==> config.mk <==
export PLATFORM = sky130hd
export DESIGN_NAME = bully_leader_election_node_flat
export DESIGN_NICKNAME = d
export VERILOG_FILES = /design/src/rtl/ble_pkg.sv /design/src/rtl/ble_in_if.sv /design/src/rtl/ble_out_if.sv /design/src/rtl/ble_state.sv /design/src/rtl/ble_seq.sv /design/src/rtl/bully_leader_election_node.sv /design/src/flat_wrapper.sv
export VERILOG_INCLUDE_DIRS = /design/src /design/src/rtl
export SDC_FILE = /design/constraint.sdc
export NUM_CORES = 1
export LEC_CHECK = 0
export ABC_AREA = 0
export ABC_CLOCK_PERIOD_IN_PS = 3600
export BUFFER_PORTS_ARGS = -buffer_cell sky130_fd_sc_hd__buf_2
export CORE_AREA = 2 2 104 132
export CTS_CLUSTER_DIAMETER = 50
export CTS_CLUSTER_SIZE = 8
export DETAILED_ROUTE_END_ITERATION = 8
export DIE_AREA = 0 0 106 134
export PLACE_DENSITY_LB_ADDON = 0.25
export REMOVE_ABC_BUFFERS = 1
export SLEW_MARGIN = 10
export SYNTH_ARGS = -nofsm -noshare
export SYNTH_HDL_FRONTEND = slang
export SYNTH_SLANG_ARGS = --single-unit
==> constraint.sdc <==
create_clock -name clk -period 3.6 [get_ports clk]
set_clock_uncertainty 0.05 [all_clocks]
set_input_delay 0.36 -clock clk [delete_from_list [all_inputs] [get_ports clk]]
set_output_delay 0.36 -clock clk [all_outputs]
set_load 0.02 [all_outputs]
==> src/rtl/bully_leader_election_node_macros.svh <==
// Assertion macros for the bully election node.
// Used by the top level only; needs no other file.
`ifndef BULLY_LEADER_ELECTION_NODE_MACROS_SVH
`define BULLY_LEADER_ELECTION_NODE_MACROS_SVH

// same-cycle implication
`define BLE_ASSERT_IMPL(lbl, ck, rn, a, c) \
  lbl: assert property (@(posedge ck) disable iff (!rn) (a) |-> (c)) \
    else $error("ble assertion failed");

// next-cycle implication
`define BLE_ASSERT_NEXT(lbl, ck, rn, a, c) \
  lbl: assert property (@(posedge ck) disable iff (!rn) (a) |=> (c)) \
    else $error("ble assertion failed");

`endif

==> src/rtl/ble_pkg.sv <==
// Types, codes, constants and the microcode table of the election node.
// No dependencies.
package ble_pkg;

  localparam int MAX_NODES = 16;
  localparam int NODE_LIM  = (MAX_NODES < 16) ? MAX_NODES : 16;

  typedef enum logic [2:0] {
    MODE_TICK    = 3'd0,
    MODE_MSG     = 3'd1,
    MODE_START   = 3'd2,
    MODE_FAIL    = 3'd3,
    MODE_RECOVER = 3'd4
  } mode_t;

  typedef enum logic [1:0] {
    MSG_HEARTBEAT = 2'd0,
    MSG_LEADER    = 2'd1,
    MSG_ELECTION  = 2'd2,
    MSG_OKAY      = 2'd3
  } msg_t;

  typedef enum logic [2:0] {
    CFG_SELF_ID          = 3'd0,
    CFG_NODE_COUNT       = 3'd1,
    CFG_START_AS_LEADER  = 3'd2,
    CFG_HEARTBEAT_PERIOD = 3'd3,
    CFG_LEADER_TIMEOUT   = 3'd4,
    CFG_ELECTION_WAIT    = 3'd5,
    CFG_CHECK_PERIOD     = 3'd6
  } cfg_idx_t;

  typedef enum logic [2:0] {
    COND_ALWAYS = 3'd0,
    COND_HB     = 3'd1,
    COND_LD     = 3'd2,
    COND_OK     = 3'd3,
    COND_EL     = 3'd4
  } cond_t;

  localparam logic [2:0] STEP_IDLE   = 3'd0;
  localparam logic [2:0] STEP_HB     = 3'd1;
  localparam logic [2:0] STEP_LD     = 3'd2;
  localparam logic [2:0] STEP_OK     = 3'd3;
  localparam logic [2:0] STEP_EL     = 3'd4;
  localparam logic [2:0] STEP_STATUS = 3'd5;

  typedef struct packed {
    logic [3:0] self_id;
    logic [4:0] node_count;
    logic       start_as_leader;
    logic [7:0] heartbeat_period;
    logic [7:0] leader_timeout;
    logic [7:0] election_wait;
    logic [7:0] check_period;
  } cfg_t;

  typedef struct packed {
    logic hb;
    logic ld;
    logic ok;
    logic el;
  } sends_t;

  typedef struct packed {
    logic       accept;
    logic       emit;
    cond_t      cond;
    msg_t       stype;
    logic       bcast;
    logic       dest_tgt;
    logic       last;
    logic       loop;
    logic [2:0] next;
  } ctrl_t;

  typedef struct packed {
    logic       fire;
    logic       send_valid;
    logic [1:0] send_type;
    logic       broadcast;
    logic [3:0] dest_id;
    logic       last;
  } emit_t;

  function automatic logic [7:0] delay_of(input logic [7:0] d);
    return (d == 8'd0) ? 8'd1 : d;
  endfunction

  function automatic ctrl_t ucode(input logic [2:0] step);
    ctrl_t w;
    w = '0;
    w.cond  = COND_ALWAYS;
    w.stype = MSG_HEARTBEAT;
    w.next  = STEP_IDLE;
    unique case (step)
      STEP_IDLE: begin
        w.accept = 1'b1;
        w.next   = STEP_HB;
      end
      STEP_HB: begin
        w.emit  = 1'b1;
        w.cond  = COND_HB;
        w.stype = MSG_HEARTBEAT;
        w.bcast = 1'b1;
        w.next  = STEP_LD;
      end
      STEP_LD: begin
        w.emit  = 1'b1;
        w.cond  = COND_LD;
        w.stype = MSG_LEADER;
        w.bcast = 1'b1;
        w.next  = STEP_OK;
      end
      STEP_OK: begin
        w.emit  = 1'b1;
        w.cond  = COND_OK;
        w.stype = MSG_OKAY;
        w.next  = STEP_EL;
      end
      STEP_EL: begin
        w.emit     = 1'b1;
        w.cond     = COND_EL;
        w.stype    = MSG_ELECTION;
        w.dest_tgt = 1'b1;
        w.loop     = 1'b1;
        w.next     = STEP_STATUS;
      end
      STEP_STATUS: begin
        w.emit = 1'b1;
        w.last = 1'b1;
        w.next = STEP_IDLE;
      end
      default: begin
        w.next = STEP_IDLE;
      end
    endcase
    return w;
  endfunction

endpackage

==> src/rtl/ble_in_if.sv <==
// Request channel into the election node: valid/ready plus event fields.
// No dependencies.
interface ble_in_if;
  logic       valid;
  logic       ready;
  logic [2:0] mode;
  logic [1:0] msg_type;
  logic [3:0] sender_id;
  logic [3:0] source_addr;

  modport source (output valid, mode, msg_type, sender_id, source_addr, input ready);
  modport sink   (input valid, mode, msg_type, sender_id, source_addr, output ready);
endinterface

==> src/rtl/ble_out_if.sv <==
// Result channel out of the election node: valid/ready plus send and status fields.
// No dependencies.
interface ble_out_if;
  logic       valid;
  logic       ready;
  logic       send_valid;
  logic [1:0] send_type;
  logic       broadcast;
  logic [3:0] dest_id;
  logic [3:0] leader_id;
  logic       is_leader;
  logic       last;

  modport source (output valid, send_valid, send_type, broadcast, dest_id, leader_id,
                  is_leader, last, input ready);
  modport sink   (input valid, send_valid, send_type, broadcast, dest_id, leader_id,
                  is_leader, last, output ready);
endinterface

==> src/rtl/ble_state.sv <==
// Election state datapath: leader, role, timers and pending-send flags.
// Depends on ble_pkg.
module ble_state (
  input  logic              clk,
  input  logic              rst_n,
  input  logic              upd,
  input  logic [2:0]        mode,
  input  logic [1:0]        msg_type,
  input  logic [3:0]        sender_id,
  input  ble_pkg::cfg_t     cfg,
  output logic [3:0]        known_leader,
  output logic              leader_flag,
  output ble_pkg::sends_t   sends
);

  logic            leader_r, leader_nxt;
  logic [3:0]      known_r, known_nxt;
  logic            applying_r, applying_nxt;
  logic [4:0]      ok_r, ok_nxt;
  logic            working_r, working_nxt;
  logic [7:0]      sh_r, sh_nxt;
  logic [7:0]      hb_r, hb_nxt;
  logic [7:0]      ck_r, ck_nxt;
  logic [7:0]      el_r, el_nxt;
  ble_pkg::sends_t sends_r, sends_nxt;

  always_comb begin
    logic hb_due;
    logic el_due;
    logic ck_due;
    leader_nxt   = leader_r;
    known_nxt    = known_r;
    applying_nxt = applying_r;
    ok_nxt       = ok_r;
    working_nxt  = working_r;
    sh_nxt       = sh_r;
    hb_nxt       = hb_r;
    ck_nxt       = ck_r;
    el_nxt       = el_r;
    sends_nxt    = sends_r;
    hb_due       = 1'b0;
    el_due       = 1'b0;
    ck_due       = 1'b0;
    if (upd) begin
      sends_nxt = '0;
      if (mode == ble_pkg::MODE_TICK) begin
        if (sh_r != 8'hFF) sh_nxt = sh_r + 8'd1;
        if (hb_r != 8'd0) begin
          hb_nxt = hb_r - 8'd1;
          hb_due = (hb_r == 8'd1);
        end
        if (el_r != 8'd0) begin
          el_nxt = el_r - 8'd1;
          el_due = (el_r == 8'd1);
        end
        if (ck_r != 8'd0) begin
          ck_nxt = ck_r - 8'd1;
          ck_due = (ck_r == 8'd1);
        end
        if (hb_due) begin
          sends_nxt.hb = 1'b1;
          sh_nxt       = 8'd0;
          hb_nxt       = ble_pkg::delay_of(cfg.heartbeat_period);
        end
        if (el_due) begin
          if (ok_r == 5'd0) begin
            leader_nxt   = 1'b1;
            known_nxt    = cfg.self_id;
            sends_nxt.ld = 1'b1;
            hb_nxt       = 8'd1;
          end
          applying_nxt = 1'b0;
          ok_nxt       = 5'd0;
          el_nxt       = 8'd0;
        end
        if (ck_due) begin
          if (sh_nxt > cfg.leader_timeout) begin
            applying_nxt = 1'b1;
            ok_nxt       = 5'd0;
            sends_nxt.el = 1'b1;
            el_nxt       = ble_pkg::delay_of(cfg.election_wait);
          end else begin
            ck_nxt = ble_pkg::delay_of(cfg.check_period);
          end
        end
      end else if (mode == ble_pkg::MODE_MSG) begin
        if (working_r) begin
          case (msg_type)
            ble_pkg::MSG_HEARTBEAT: begin
              if (sender_id == known_r) sh_nxt = 8'd0;
            end
            ble_pkg::MSG_LEADER: begin
              known_nxt  = sender_id;
              leader_nxt = 1'b0;
              hb_nxt     = 8'd0;
              sh_nxt     = 8'd0;
              ck_nxt     = ble_pkg::delay_of(cfg.check_period);
            end
            ble_pkg::MSG_ELECTION: begin
              sends_nxt.ok = 1'b1;
              if (!applying_r) begin
                applying_nxt = 1'b1;
                ok_nxt       = 5'd0;
                sends_nxt.el = 1'b1;
                el_nxt       = ble_pkg::delay_of(cfg.election_wait);
              end
            end
            default: begin
              if (applying_r && ok_r != 5'd31) ok_nxt = ok_r + 5'd1;
            end
          endcase
        end
      end else if (mode == ble_pkg::MODE_START) begin
        if (working_r) begin
          ck_nxt = ble_pkg::delay_of(cfg.leader_timeout);
          if (cfg.start_as_leader) begin
            leader_nxt   = 1'b1;
            known_nxt    = cfg.self_id;
            sends_nxt.ld = 1'b1;
            hb_nxt       = ble_pkg::delay_of(cfg.heartbeat_period);
          end
        end
      end else if (mode == ble_pkg::MODE_FAIL) begin
        if (working_r) begin
          working_nxt = 1'b0;
          hb_nxt      = 8'd0;
          ck_nxt      = 8'd0;
          el_nxt      = 8'd0;
        end
      end else if (mode == ble_pkg::MODE_RECOVER) begin
        if (!working_r) begin
          working_nxt = 1'b1;
          ck_nxt      = 8'd1;
          if (leader_r) hb_nxt = 8'd1;
        end
      end
    end
  end

  always_ff @(posedge clk) begin
    if (!rst_n) begin
      leader_r   <= 1'b0;
      known_r    <= 4'd0;
      applying_r <= 1'b0;
      ok_r       <= 5'd0;
      working_r  <= 1'b1;
      sh_r       <= 8'd0;
      hb_r       <= 8'd0;
      ck_r       <= 8'd0;
      el_r       <= 8'd0;
      sends_r    <= '0;
    end else begin
      leader_r   <= leader_nxt;
      known_r    <= known_nxt;
      applying_r <= applying_nxt;
      ok_r       <= ok_nxt;
      working_r  <= working_nxt;
      sh_r       <= sh_nxt;
      hb_r       <= hb_nxt;
      ck_r       <= ck_nxt;
      el_r       <= el_nxt;
      sends_r    <= sends_nxt;
    end
  end

  assign known_leader = known_r;
  assign leader_flag  = leader_r;
  assign sends        = sends_r;

endmodule

==> src/rtl/ble_seq.sv <==
// Microcode sequencer: step counter, ROM lookup, election target counter.
// Depends on ble_pkg.
module ble_seq (
  input  logic            clk,
  input  logic            rst_n,
  input  logic            in_valid,
  input  logic [3:0]      in_source_addr,
  input  logic            out_free,
  input  ble_pkg::sends_t sends,
  input  ble_pkg::cfg_t   cfg,
  output logic            in_ready,
  output ble_pkg::emit_t  em
);

  logic [2:0]     step_r, step_nxt;
  logic [4:0]     tgt_r, tgt_nxt;
  logic [3:0]     src_r, src_nxt;
  logic [4:0]     lim;
  logic           cond_ok;
  logic           fire;
  logic [3:0]     dest;
  ble_pkg::ctrl_t ctrl;

  assign ctrl = ble_pkg::ucode(step_r);
  assign lim  = (cfg.node_count > 5'(ble_pkg::NODE_LIM)) ? 5'(ble_pkg::NODE_LIM)
                                                         : cfg.node_count;

  always_comb begin
    case (ctrl.cond)
      ble_pkg::COND_HB: cond_ok = sends.hb;
      ble_pkg::COND_LD: cond_ok = sends.ld;
      ble_pkg::COND_OK: cond_ok = sends.ok;
      ble_pkg::COND_EL: cond_ok = sends.el && (tgt_r < lim);
      default:          cond_ok = 1'b1;
    endcase
  end

  assign in_ready = ctrl.accept;

  always_comb begin
    step_nxt = step_r;
    tgt_nxt  = tgt_r;
    src_nxt  = src_r;
    fire     = 1'b0;
    if (ctrl.accept) begin
      if (in_valid) begin
        step_nxt = ctrl.next;
        tgt_nxt  = {1'b0, cfg.self_id} + 5'd1;
        src_nxt  = in_source_addr;
      end
    end else if (ctrl.emit && cond_ok) begin
      if (out_free) begin
        fire = 1'b1;
        if (ctrl.dest_tgt) tgt_nxt = tgt_r + 5'd1;
        if (!ctrl.loop) step_nxt = ctrl.next;
      end
    end else begin
      step_nxt = ctrl.next;
    end
  end

  assign dest = (ctrl.last || ctrl.bcast) ? 4'd0
              : (ctrl.dest_tgt ? tgt_r[3:0] : src_r);
  assign em   = {fire, !ctrl.last, (ctrl.last ? 2'd0 : ctrl.stype), ctrl.bcast, dest,
                 ctrl.last};

  always_ff @(posedge clk) begin
    if (!rst_n) begin
      step_r <= ble_pkg::STEP_IDLE;
    end else begin
      step_r <= step_nxt;
    end
  end

  always_ff @(posedge clk) begin
    tgt_r <= tgt_nxt;
    src_r <= src_nxt;
  end

endmodule

==> src/rtl/bully_leader_election_node.sv <==
// An item's results include its election sends, at most 15 of them.
// Results leave from a single output register; status comes last, and a new
// request is accepted only after the status of the previous one has been issued.
// The sequence is set by the microcode steps: accept, heartbeat, leader, okay,
// election loop, status.
// Synchronous active-low reset clears state, sets register defaults; no clearing pass.
`include "bully_leader_election_node_macros.svh"

module bully_leader_election_node (
  input  logic             clk,
  input  logic             rst_n,
  ble_in_if.sink           in_ch,
  ble_out_if.source        out_ch,
  input  logic             cfg_we,
  input  logic [2:0]       cfg_index,
  input  logic [7:0]       cfg_wdata
);

  ble_pkg::cfg_t   cfg_r;
  ble_pkg::sends_t sends;
  ble_pkg::emit_t  em;
  logic [3:0]      known_leader;
  logic            leader_flag;
  logic            in_ready;
  logic            out_free;
  logic            out_valid_r;
  logic            send_valid_r;
  logic [1:0]      send_type_r;
  logic            broadcast_r;
  logic [3:0]      dest_id_r;
  logic [3:0]      leader_id_r;
  logic            is_leader_r;
  logic            last_r;

  always_ff @(posedge clk) begin
    if (!rst_n) begin
      cfg_r.self_id          <= 4'd0;
      cfg_r.node_count       <= 5'd16;
      cfg_r.start_as_leader  <= 1'b0;
      cfg_r.heartbeat_period <= 8'd5;
      cfg_r.leader_timeout   <= 8'd10;
      cfg_r.election_wait    <= 8'd10;
      cfg_r.check_period     <= 8'd5;
    end else if (cfg_we) begin
      case (cfg_index)
        ble_pkg::CFG_SELF_ID:          cfg_r.self_id          <= cfg_wdata[3:0];
        ble_pkg::CFG_NODE_COUNT:       cfg_r.node_count       <= cfg_wdata[4:0];
        ble_pkg::CFG_START_AS_LEADER:  cfg_r.start_as_leader  <= cfg_wdata[0];
        ble_pkg::CFG_HEARTBEAT_PERIOD: cfg_r.heartbeat_period <= cfg_wdata;
        ble_pkg::CFG_LEADER_TIMEOUT:   cfg_r.leader_timeout   <= cfg_wdata;
        ble_pkg::CFG_ELECTION_WAIT:    cfg_r.election_wait    <= cfg_wdata;
        ble_pkg::CFG_CHECK_PERIOD:     cfg_r.check_period     <= cfg_wdata;
        default: ;
      endcase
    end
  end

  assign in_ch.ready = in_ready;
  assign out_free    = !out_valid_r || out_ch.ready;

  ble_state u_state (
    .clk          (clk),
    .rst_n        (rst_n),
    .upd          (in_ch.valid && in_ready),
    .mode         (in_ch.mode),
    .msg_type     (in_ch.msg_type),
    .sender_id    (in_ch.sender_id),
    .cfg          (cfg_r),
    .known_leader (known_leader),
    .leader_flag  (leader_flag),
    .sends        (sends)
  );

  ble_seq u_seq (
    .clk            (clk),
    .rst_n          (rst_n),
    .in_valid       (in_ch.valid),
    .in_source_addr (in_ch.source_addr),
    .out_free       (out_free),
    .sends          (sends),
    .cfg            (cfg_r),
    .in_ready       (in_ready),
    .em             (em)
  );

  always_ff @(posedge clk) begin
    if (!rst_n) begin
      out_valid_r <= 1'b0;
    end else if (em.fire) begin
      out_valid_r <= 1'b1;
    end else if (out_ch.ready) begin
      out_valid_r <= 1'b0;
    end
  end

  always_ff @(posedge clk) begin
    if (em.fire) begin
      send_valid_r <= em.send_valid;
      send_type_r  <= em.send_type;
      broadcast_r  <= em.broadcast;
      dest_id_r    <= em.dest_id;
      leader_id_r  <= known_leader;
      is_leader_r  <= leader_flag;
      last_r       <= em.last;
    end
  end

  assign out_ch.valid      = out_valid_r;
  assign out_ch.send_valid = send_valid_r;
  assign out_ch.send_type  = send_type_r;
  assign out_ch.broadcast  = broadcast_r;
  assign out_ch.dest_id    = dest_id_r;
  assign out_ch.leader_id  = leader_id_r;
  assign out_ch.is_leader  = is_leader_r;
  assign out_ch.last       = last_r;

  `BLE_ASSERT_NEXT(a_busy_after_req, clk, rst_n, in_ch.valid && in_ch.ready, !in_ch.ready)
  `BLE_ASSERT_IMPL(a_status_no_send, clk, rst_n, out_ch.valid && out_ch.last, !out_ch.send_valid)
  `BLE_ASSERT_IMPL(a_send_not_last, clk, rst_n, out_ch.valid && !out_ch.last, out_ch.send_valid)
  `BLE_ASSERT_IMPL(a_elect_higher, clk, rst_n,
    out_ch.valid && out_ch.send_valid && out_ch.send_type == ble_pkg::MSG_ELECTION,
    out_ch.dest_id > cfg_r.self_id)

endmodule

==> src/flat_wrapper.sv <==
// flat-port wrapper written by rule: the top's interface ports become plain ports
module bully_leader_election_node_flat 
  (clk, rst_n, cfg_we, cfg_index, cfg_wdata, in_ch_valid, in_ch_mode, in_ch_msg_type, in_ch_sender_id, in_ch_source_addr, in_ch_ready, out_ch_valid, out_ch_send_valid, out_ch_send_type, out_ch_broadcast, out_ch_dest_id, out_ch_leader_id, out_ch_is_leader, out_ch_last, out_ch_ready);
  ble_in_if in_ch_i ();
  ble_out_if out_ch_i ();
  input  logic clk;
  input  logic rst_n;
  input  logic cfg_we;
  input  logic [2:0] cfg_index;
  input  logic [7:0] cfg_wdata;
  input wire logic [$bits(in_ch_i.valid)-1:0] in_ch_valid;
  input wire logic [$bits(in_ch_i.mode)-1:0] in_ch_mode;
  input wire logic [$bits(in_ch_i.msg_type)-1:0] in_ch_msg_type;
  input wire logic [$bits(in_ch_i.sender_id)-1:0] in_ch_sender_id;
  input wire logic [$bits(in_ch_i.source_addr)-1:0] in_ch_source_addr;
  output wire logic [$bits(in_ch_i.ready)-1:0] in_ch_ready;
  output wire logic [$bits(out_ch_i.valid)-1:0] out_ch_valid;
  output wire logic [$bits(out_ch_i.send_valid)-1:0] out_ch_send_valid;
  output wire logic [$bits(out_ch_i.send_type)-1:0] out_ch_send_type;
  output wire logic [$bits(out_ch_i.broadcast)-1:0] out_ch_broadcast;
  output wire logic [$bits(out_ch_i.dest_id)-1:0] out_ch_dest_id;
  output wire logic [$bits(out_ch_i.leader_id)-1:0] out_ch_leader_id;
  output wire logic [$bits(out_ch_i.is_leader)-1:0] out_ch_is_leader;
  output wire logic [$bits(out_ch_i.last)-1:0] out_ch_last;
  input wire logic [$bits(out_ch_i.ready)-1:0] out_ch_ready;
  assign in_ch_i.valid = in_ch_valid;
  assign in_ch_i.mode = in_ch_mode;
  assign in_ch_i.msg_type = in_ch_msg_type;
  assign in_ch_i.sender_id = in_ch_sender_id;
  assign in_ch_i.source_addr = in_ch_source_addr;
  assign in_ch_ready = in_ch_i.ready;
  assign out_ch_valid = out_ch_i.valid;
  assign out_ch_send_valid = out_ch_i.send_valid;
  assign out_ch_send_type = out_ch_i.send_type;
  assign out_ch_broadcast = out_ch_i.broadcast;
  assign out_ch_dest_id = out_ch_i.dest_id;
  assign out_ch_leader_id = out_ch_i.leader_id;
  assign out_ch_is_leader = out_ch_i.is_leader;
  assign out_ch_last = out_ch_i.last;
  assign out_ch_i.ready = out_ch_ready;
  bully_leader_election_node u_core (.clk(clk), .rst_n(rst_n), .in_ch(in_ch_i), .out_ch(out_ch_i), .cfg_we(cfg_we), .cfg_index(cfg_index), .cfg_wdata(cfg_wdata));
endmodule
==> flow_metrics.py <==
metrics = {
    "final_layout": {
        "final_area_sq_um": 7437,
        "num-nets-final": 837,
        "final.fill_count": 1162,
        "diodes": 0,
        "final_common_cell": "nand2_1",
        "final_cell_mix": "nand2_1, dfxtp_1, nor2_1",
        "area_growth_pct": 14.68,
        "drive_gt1_share_pct": 14.70,
        "instances_no_fill": 967,
    },
    "power_and_ir_drop": {
        "power.density_nw_per_um2": 661.1,
        "p_leak_uw": 0.002848,
        "netSwitchingPower_uw": 1669,
        "peakVddDrop_uv": 431.3,
        "combPwrFrac_pct": 29.8,
        "clkPwrFrac_pct": 33.6,
        "p_int_uw": 3247,
        "switching_share_pct": 33.95,
        "power_frac_seq_pct": 36.6,
    },
    "worst_setup_path": {
        "crit_buf_inv": 1,
        "worstPathMaxFanout": 9,
        "cpMostUsedCell": "nand2_1",
        "slowest_stage": "dfxtp_1",
        "startpoint_type": "flip-flop",
        "path_cells": "nor4_2, nand2_1, nor3b_2, buf_4, a211oi_1, ha_1, nand2_1, o21ai_1, and3b_2, nor2_8, nor3_4, and3_4, a221o_1",
        "path_class": "flip-flop to flip-flop",
        "slowest_delay_ps": 370,
        "crit_arrival_ps": 3600,
        "end_kind": "flip-flop",
        "setup.worst_path.start": "u_core.u_state.hb_r[4]",
        "cp.required_ps": 3850,
        "r2r_start": "u_core.u_state.hb_r[4]",
        "path_delay_family": "simple AND/OR/NAND/NOR gates",
    },
    "min_path": {
        "hp-class": "input pin to flip-flop",
        "holdCritStartpoint": "in_ch_source_addr[1]",
    },
    "grt": {
        "overflow": 0,
        "grtUsageTotal_pct": 24.94,
        "grt_pass1_wl_um": 27770,
        "antenna_found_initial": 0,
        "grt_max_degree": 38,
        "first_global_vias": 5575,
    },
    "synthesis": {
        "async_reset_ff_share_pct": 0,
        "syn-cell-area_sq_um": 6485,
        "syn_area_per_cell_sq_um": 8.705,
        "synth_edf_count": 23,
        "yosys_warnings": 0,
        "synth_compound_area_share_pct": 21.53,
        "synth_adder_area_share_pct": 4.823,
        "synth-main-ff-cell": "dfxtp_1",
        "synthMuxAreaShare_pct": 3.589,
        "yosys.area.top_type": "dfxtp_1",
        "yosysUniqueCellTypes": 76,
        "syn_inst": 745,
        "yosys.area_share.simple_pct": 23.62,
        "ys_seq_elements": 117,
        "synthTopCellsByArea": "dfxtp_1, edfxtp_1, nand2_1",
        "synth_top_family_by_area": "simple AND/OR/NAND/NOR gates",
        "ys_seq_area_share_pct": 39.67,
        "synth_xor_area_share_pct": 2.701,
        "yosys.area.top_type_share_pct": 29.02,
    },
    "job": {
        "drv_cap": 0,
    },
    "die": {
        "core_sq_um": 13000,
        "initial_utilization_pct": 49.90,
        "io-pin-count": 45,
        "die_height_um": 134,
        "rows": 47,
        "dieArea_sq_um": 14200,
        "die_w_um": 106,
    },
    "cts": {
        "cts_buffers": 17,
        "clockBufferDepth": 2,
        "clkTransAtPathRegs_ps": 60,
        "cts.htree.levels": 4,
        "post_cts_buffers": 0,
        "clk_latency_ps": 420,
        "tritoncts": "done",
        "clkSinkCount": 117,
        "root_buffer": "clkbuf_16",
    },
    "placement": {
        "place_ws_ps": 150.4,
        "gp_congestion": 0.9231,
        "port_buffers": 44,
        "dp.cells": 935,
        "dp_hpwl_um": 12220,
        "dpl-instance-area_sq_um": 6850,
    },
    "drt": {
        "wirelength_um": 17130,
        "vias": 5775,
        "drt_pass1_iterations": 5,
        "detail-route-antenna-nets": 0,
        "viasPerCell": 5.972,
        "drc": 0,
        "wl_per_cell_um": 17.72,
        "dr.first_iter.drc_count": 350,
    },
    "sta": {
        "setup_viol": 0,
        "hold_violations": 0,
        "period_needed_ps": 3358,
        "holdWs_ps": 61.68,
        "period_share_pct": 93.28,
        "rsz0062_at_grt": "false",
        "timing.final.ws_setup_ps": 242.0,
        "tns_ps": 0,
        "fmax_ghz": 0.2978,
        "relSlewSlack_pct": 34.26,
        "worstMarginPinSlew_ps": 978.6,
        "final_max_slew_viol_count": 0,
    },
    "status": {
        "status": "finished clean",
    },
}
[layer usage]
| metal | vias up | track usage, % | wire length, um |
|---|---|---|---|
| met5 | - | 0 | 0 |
| met4 | 0 | 9.868 | 341 |
| met3 | 26 | 6.414 | 988 |
| met2 | 168 | 43.12 | 8623 |
| met1 | 2754 | 29.54 | 7179 |
| li1 | 2827 | - | - |
[registers in the layout, indices dropped and copies added, names as in the netlist, 2 cells and up]
register / flops
u_core.u_state.el_r: 8
u_core.u_state.ck_r: 8
u_core.u_state.sends: 4
u_core.u_state.known_leader: 4
u_core.u_seq.tgt_r: 5
u_core.out_ch.leader_id: 4
u_core.u_state.sh_r: 8
u_core.out_ch.dest_id: 4
u_core.u_seq.step_r: 3
u_core.u_state.ok_r: 5
u_core.u_seq.src_r: 4
u_core.cfg_r: 42
u_core.out_ch.send_type: 2
u_core.u_state.hb_r: 8
[cells in the mapped netlist, drive strengths merged (7+ instances only)]
cell type    n
a21oi       56
a22o         8
a22oi       16
a31oi        8
and3        11
buf         11
clkbuf      26
dfxtp       94
edfxtp      23
ha          25
inv         28
mux2i       21
nand2      109
nand2b       9
nand3       27
nand4        7
nor2        67
nor2b        9
nor3        18
nor4        18
o211ai       7
o21ai       28
o22ai        7
xnor2       13
xor2         7
[worst register-to-register path, cell delays in order, from the launching register on]
cell	delay, ps
dfxtp_1	370
nor4_2	310
nand2_1	190
nor3b_2	220
buf_4	170
a211oi_1	70
ha_1	310
nand2_1	80
o21ai_1	280
and3b_2	320
nor2_8	200
nor3_4	90
and3_4	230
a221o_1	340
[power by group through the flow]
stage	registers, uW	logic (uW)	clock network [uW]
floorplan	1890	938	0
global placement	1820	1410	0
detailed placement	1820	1450	0
CTS	1800	1460	1670
global route	1830	1610	1720
finish	1800	1460	1650
[layout make-up]
cell class / count / area, sq um / area share, %
clock buffer: 24 / 471.7 / 6.343
clock inverter: 8 / 101.3 / 1.363
inverter: 28 / 105.1 / 1.413
multi-input combinational: 563 / 3662 / 49.24
sequential: 117 / 2572 / 34.59
tap: 171 / 214.0 / 2.877
timing repair buffer: 56 / 310.3 / 4.172
[final timing paths]
kind | cells past startpoint | to | slack, ps
hold reg to reg | 0 | u_core.out_ch.leader_id[3] | 430
hold / removal | 1 | u_core.u_seq.src_r[1] | 60
setup / recovery | 13 | u_core.u_state.el_r[3] | 240
setup reg to reg | 13 | u_core.u_state.el_r[3] | 240
[kinds of logic (layout without fill, tap and decap cells)]
group,count (synthesis),after routing
and+or+nand+nor,300,300
AOI/OAI and AO/OA,195,195
DFF,117,117
buffers and inverters,65,116
adders and majority gates,25,25
muxes,23,23
xor gates and xnor gates,20,20
[metrics by stage]
stage          power, uW  utilization (%)
3_5_place_dp        3279            52.71
5_1_grt             5152            57.23
3_3_place_gp        3226            52.71
2_1_floorplan       2832                -
6_report            4916            57.23
4_1_cts             4926            57.12
[timing repair]
action	in CTS	in global routing
resized for setup	0	3
hold buffers	0	0
hold endpoints to repair	0	0
setup endpoints to repair	0	10
Note: power is estimated with default switching activity, not from simulation.
